**src/rtl/msa_ram.sv**
```systemverilog
module msa_ram #(
  parameter int WIDTH = 32,
  parameter int DEPTH = 128
) (
  input  logic                     clk,
  input  logic                     wr_en,
  input  logic [$clog2(DEPTH)-1:0] wr_addr,
  input  logic [WIDTH-1:0]         wr_data,
  input  logic [$clog2(DEPTH)-1:0] rd_addr,
  output logic [WIDTH-1:0]         rd_data
);

  logic [WIDTH-1:0] mem_r [DEPTH];
  logic [WIDTH-1:0] rd_data_r;

  always_ff @(posedge clk) begin
    if (wr_en) begin
      mem_r[wr_addr] <= wr_data;
    end
    rd_data_r <= mem_r[rd_addr];
  end

  assign rd_data = rd_data_r;

endmodule

```
**config.mk**
```make
export PLATFORM = sky130hd
export DESIGN_NAME = msa_ram
export DESIGN_NICKNAME = d
export VERILOG_FILES = /design/src/rtl/msa_ram.sv
export SDC_FILE = /design/constraint.sdc
export NUM_CORES = 2
export LEC_CHECK = 0
export BUFFER_PORTS_ARGS = -buffer_cell sky130_fd_sc_hd__buf_2
export CORE_UTILIZATION = 40
export DETAILED_ROUTE_END_ITERATION = 12
export GPL_ROUTABILITY_DRIVEN = 0
export GPL_TIMING_DRIVEN = 0
export PLACE_DENSITY_LB_ADDON = 0.1
export SETUP_SLACK_MARGIN = 0.02
export SYNTH_ARGS = -nofsm -noshare
export SYNTH_HDL_FRONTEND = slang
export SYNTH_SLANG_ARGS = --single-unit
```
**constraint.sdc**
```tcl
create_clock -name clk -period 5.55 [get_ports clk]
set_clock_uncertainty 0.15 [all_clocks]
set_input_delay 0.2775 -clock clk [delete_from_list [all_inputs] [get_ports clk]]
set_output_delay 0.2775 -clock clk [all_outputs]
set_load 0.02 [all_outputs]
```
# --- Word-level counts from Yosys, hierarchy flattened ---
# Memory sizes are Yosys's and may differ from the RTL's. A register that Yosys moved wholly into a read port is not among the register bits.
# Cells that the tools add are included.
classes:
  n_mux: 2
  eq_ne: 0
  reduce_logical: 0
  addsub: 0
  magnitude_cmp: 0
  n_div: 0
  shifts: 0
  multipliers: 0
  n_bitwise: 0
op_table:
  columns: ["op", "count"]
  rows:
  - ["$mux 1", 2]
word_totals:
  rom_bits: 0
  output_inout_bits: 32
  ff_bits: 0
  latchBits: 0
  mem_count: 1
  ramBits: 4096
  input_bits: 48
mem_list:
  columns: ["memory", "words", "width", "read_ports", "rd_clocked_by_memory_dff", "write_ports", "line", "source"]
  rows:
  - ["mem_r", 128, 32, 1, 1, 1, "13", "logic [WIDTH-1:0] mem_r [DEPTH];"]

# --- Depth between registers and ports, before layout ---
logic_depth:
  depth_word: 2
  depth_mapped: 8
  depth_no_buf: 4

# --- Least setup slack after synthesis ---
# OpenSTA, ideal clock, no wires.
synth_timing:
  path_type: "input to register"
  from: "in wr_en"
  to: "mem mem_r[98][0] (enable)"
  n_path_buf: 1
  arrival_time_ps: 3055
  setup_slack_ps: 1884
  path_stages: 3
  required_ps: 4939
  cell_sequence: "clkbuf_1 > nand4_1 > nor3_1"
synth_via:
  elab_chain_len: 2
synth_lines:
  columns: ["element", "line", "source"]
  rows:
  - ["start, declared", "6", "input logic wr_en,"]
  - ["$mux 1", "17", "if (wr_en) begin"]
  - ["$mux 1 (not written as such)", "18", "mem_r[wr_addr] <= wr_data;"]
  - ["end, declared", "13", null]
# No other way between the ends.

==> results.cfg <==
[grt]
grt_pass1_wl_um = 601000
grt_max_degree = 100
gr-total-overflow = 0
antenna_found_initial = 70
grt_pass1_vias = 72100
track_usage_pct = 22.4

[clock_tree]
cts_root_buffer = clkbuf_16
clk_pin_slew_ns = 0.06
clock_latency_ns = 0.99
clock_path_buffers = 4
cts_made_buffers = 432
cts_tree = done
cts_setup_buffers = 0
cts_max_level = 5
cts_resized = 0
clock_sinks = 4128

[setup_path]
worst_setup_path_start_kind = input pin
arrival_ns = 4.78
worst-setup-path-type = input pin to flop
crit_buf_inv = 4
r2r_cells = 4
reg2reg_from = mem_r[86][15]
cp_slowest_cell = clkbuf_1
r2r_slack_ns = 2.60
cp-end-kind = flop
path_delay_family = buffers and inverters
crit_chain = clkbuf_1 -> buf_2 -> clkbuf_1 -> clkbuf_1 -> mux4_2 -> mux4_2 -> mux4_2 -> mux2_2
cp_max_fo = 12
cp.required_ns = 6.24
r2r-end = rd_data[15]
cpPeakStageDelay_ns = 0.99
startpoint = rd_addr[2]

[logic_synthesis]
yosys_warnings = 0
synthCells = 5990
ys.flop_type = edfxtp_1
async_reset_ff_share_pct = 0
synth.most_common_cell = edfxtp_1
ys_ff_latch = 4128
synth_common_cells = edfxtp_1, mux4_2, clkbuf_1
synth_area_sq_um = 156000
yosysSeqAreaShare_pct = 79.1
synth_top_area_share_pct = 78.7
synth_edf_count = 4096
ys_types = 17
syn_area_per_cell_sq_um = 26.1
yosysTopAreaCell = edfxtp_1
synthTopCellsByArea = edfxtp_1, mux4_2, clkbuf_1, dfxtp_1, nor2_1
syn_nets = 6038

[timing]
fmax_mhz = 245
drv_slew = 11
min_period_ns = 4.08
slew_headroom_pct = -2.69
setup_viol = 0
hold-worst-slack_ns = 0.146
finalHoldViolCount = 0
finalCritPeriodShare_pct = 73.6
tightest_slew_ns = 1.54
grt_setup_unrepaired = no

[placement]
place_inst = 11500
port_buffers = 68
dp_hpwl_um = 302000

[detailed_routing]
drt_iter0_drc = 8348
wirelength_um = 439000
vias = 70600
first_pass_iters = 9
drc_errors = 21
vias_per_cell = 5.69
wire_per_inst_um = 35.4
ant_nets = 0

[worst_hold_path]
worstHoldEndpoint = mem_r[116][27]
hold_path_class = input pin to flop
min_path_cells = 2
min_from = wr_data[27]

[die]
num_rows = 229
start_util_pct = 40.2
die_h_um = 627
die_w_um = 627
ios = 80
fp.coreArea_sq_um = 389000
dieArea_sq_um = 393000

[power]
power.leakage_nw = 55.6
clkPwrFrac_pct = 42.1
seq_power_share_pct = 52.1
power.density_nw_per_um2 = 362
p_sw_w = 0.0144
p_int_w = 0.0517
finalPower_w = 0.0661
power_frac_comb_pct = 5.7
swShare_pct = 21.8
vdd_drop_max_mv = 0.244

[status]
status = complete, but fails checks
violations = design-rule violations, max-capacitance violations, max-slew violations

[final_layout]
drive_gt1_share_pct = 34.9
fillCellCount = 31600
finalNetCount = 6784
final-instance-count-excl-fill = 12400
area_growth_pct = 16.9

[flow_run]
maxCapViolations = 2
[per-layer routing]
metal	vias up	global-route usage [%]	wire length, um
met5	-	0	46
met4	8	6.07	10800
met3	484	4.70	31300
met2	2382	35.4	210000
met1	39600	31.7	187000
li1	28100	-	-
[worst reg2reg max path: cells and delay by family, from the launching register on]
family,cells,cell delay [ns]
multiplexers,4,2.33
flip-flops,1,0.36
[how the worst max path moves through the flow]
| stage | cells past startpoint | slack (ns) | end |
|---|---|---|---|
| after floorplan | 3 | 1.88 | mem_r[98][0] |
| after global placement | 4 | -2.35 | mem_r[98][15] |
| after detailed placement | 8 | 0.46 | rd_data[23] |
| after CTS | 8 | 1.49 | rd_data[23] |
| after global routing | 8 | 1.47 | rd_data[14] |
| final | 8 | 1.47 | rd_data[16] |
[flip-flops by register name, indices dropped and copies added, names as in the netlist]
register	flops
mem_r	4096
rd_data	32
[final cells by class]
| cell class | count | area, sq um | share of cell area, % |
|---|---|---|---|
| diodes | 119 | 298 | 0.163 |
| plain buffers | 316 | 1350 | 0.738 |
| clock buffers | 554 | 11600 | 6.33 |
| clock inverters | 228 | 1890 | 1.03 |
| multi-input cells | 1546 | 32300 | 17.7 |
| flip-flops and latches | 4128 | 124000 | 67.7 |
| well taps | 5197 | 6500 | 3.56 |
| repair buffers | 312 | 5150 | 2.82 |
[stage by stage]
step,setup WS (ns),utilization [%],cell area (sq um),setup TNS (ns)
6_report,1.47,47.0,183000,0
5_1_grt,1.47,47.0,183000,0
4_1_cts,1.49,46.9,182000,0
3_5_place_dp,0.457,43.3,169000,0
3_3_place_gp,-2.35,42.0,163000,-1205.63
2_1_floorplan,1.88,-,156000,0
[power groups by stage]
stage	logic (W)	registers, W	clock network [W]
2_1_floorplan	0.00166	0.0352	0
3_3_place_gp	0.00356	0.0352	0
3_5_place_dp	0.00378	0.0351	0
4_1_cts	0.00381	0.0345	0.0284
5_1_grt	0.00394	0.0345	0.0295
6_report	0.00379	0.0345	0.0279
[layout by cell type (no fill, tap or decap)]
cell | Yosys | layout
clkbuf_2 | 0 | 27
mux4_2 | 1344 | 1344
nand3_1 | 12 | 12
nand4_1 | 3 | 3
buf_4 | 3 | 31
or3_1 | 1 | 1
dfxtp_1 | 32 | 32
clkbuf_16 | 0 | 442
buf_1 | 50 | 48
clkinv_2 | 0 | 81
buf_8 | 0 | 7
dlygate4sd3_1 | 0 | 36
nand2_1 | 14 | 14
nor2b_1 | 7 | 7
nand2b_1 | 2 | 2
bufinv_16 | 0 | 28
clkinv_8 | 0 | 5
buf_12 | 0 | 106
mux2_2 | 32 | 32
clkinv_16 | 0 | 2
inv_16 | 0 | 2
nor3_2 | 0 | 9
clkbuf_8 | 0 | 9
buf_6 | 2 | 36
clkinv_1 | 0 | 100
nor2_1 | 122 | 3
inv_6 | 0 | 5
clkinvlp_4 | 0 | 4
buf_16 | 0 | 65
buf_2 | 79 | 117
diode_2 | 0 | 119
edfxtp_1 | 4096 | 4096
nor2_4 | 0 | 119
clkbuf_1 | 182 | 258
clkinv_4 | 0 | 1
[kinds of logic after synthesis]
family | Yosys count | synth area share (%)
DFF | 4128 | 79.1
muxes | 1376 | 19.6
buffers and inverters | 316 | 0.839
and+or+nand+nor | 170 | 0.446
[repair_timing]
item | CTS | global route
hold endpoints to repair | 2815 | 0
hold buffers | 36 | 0
endpoints found under the setup margin | 0 | 0
Power figures use the tool's default switching activity.
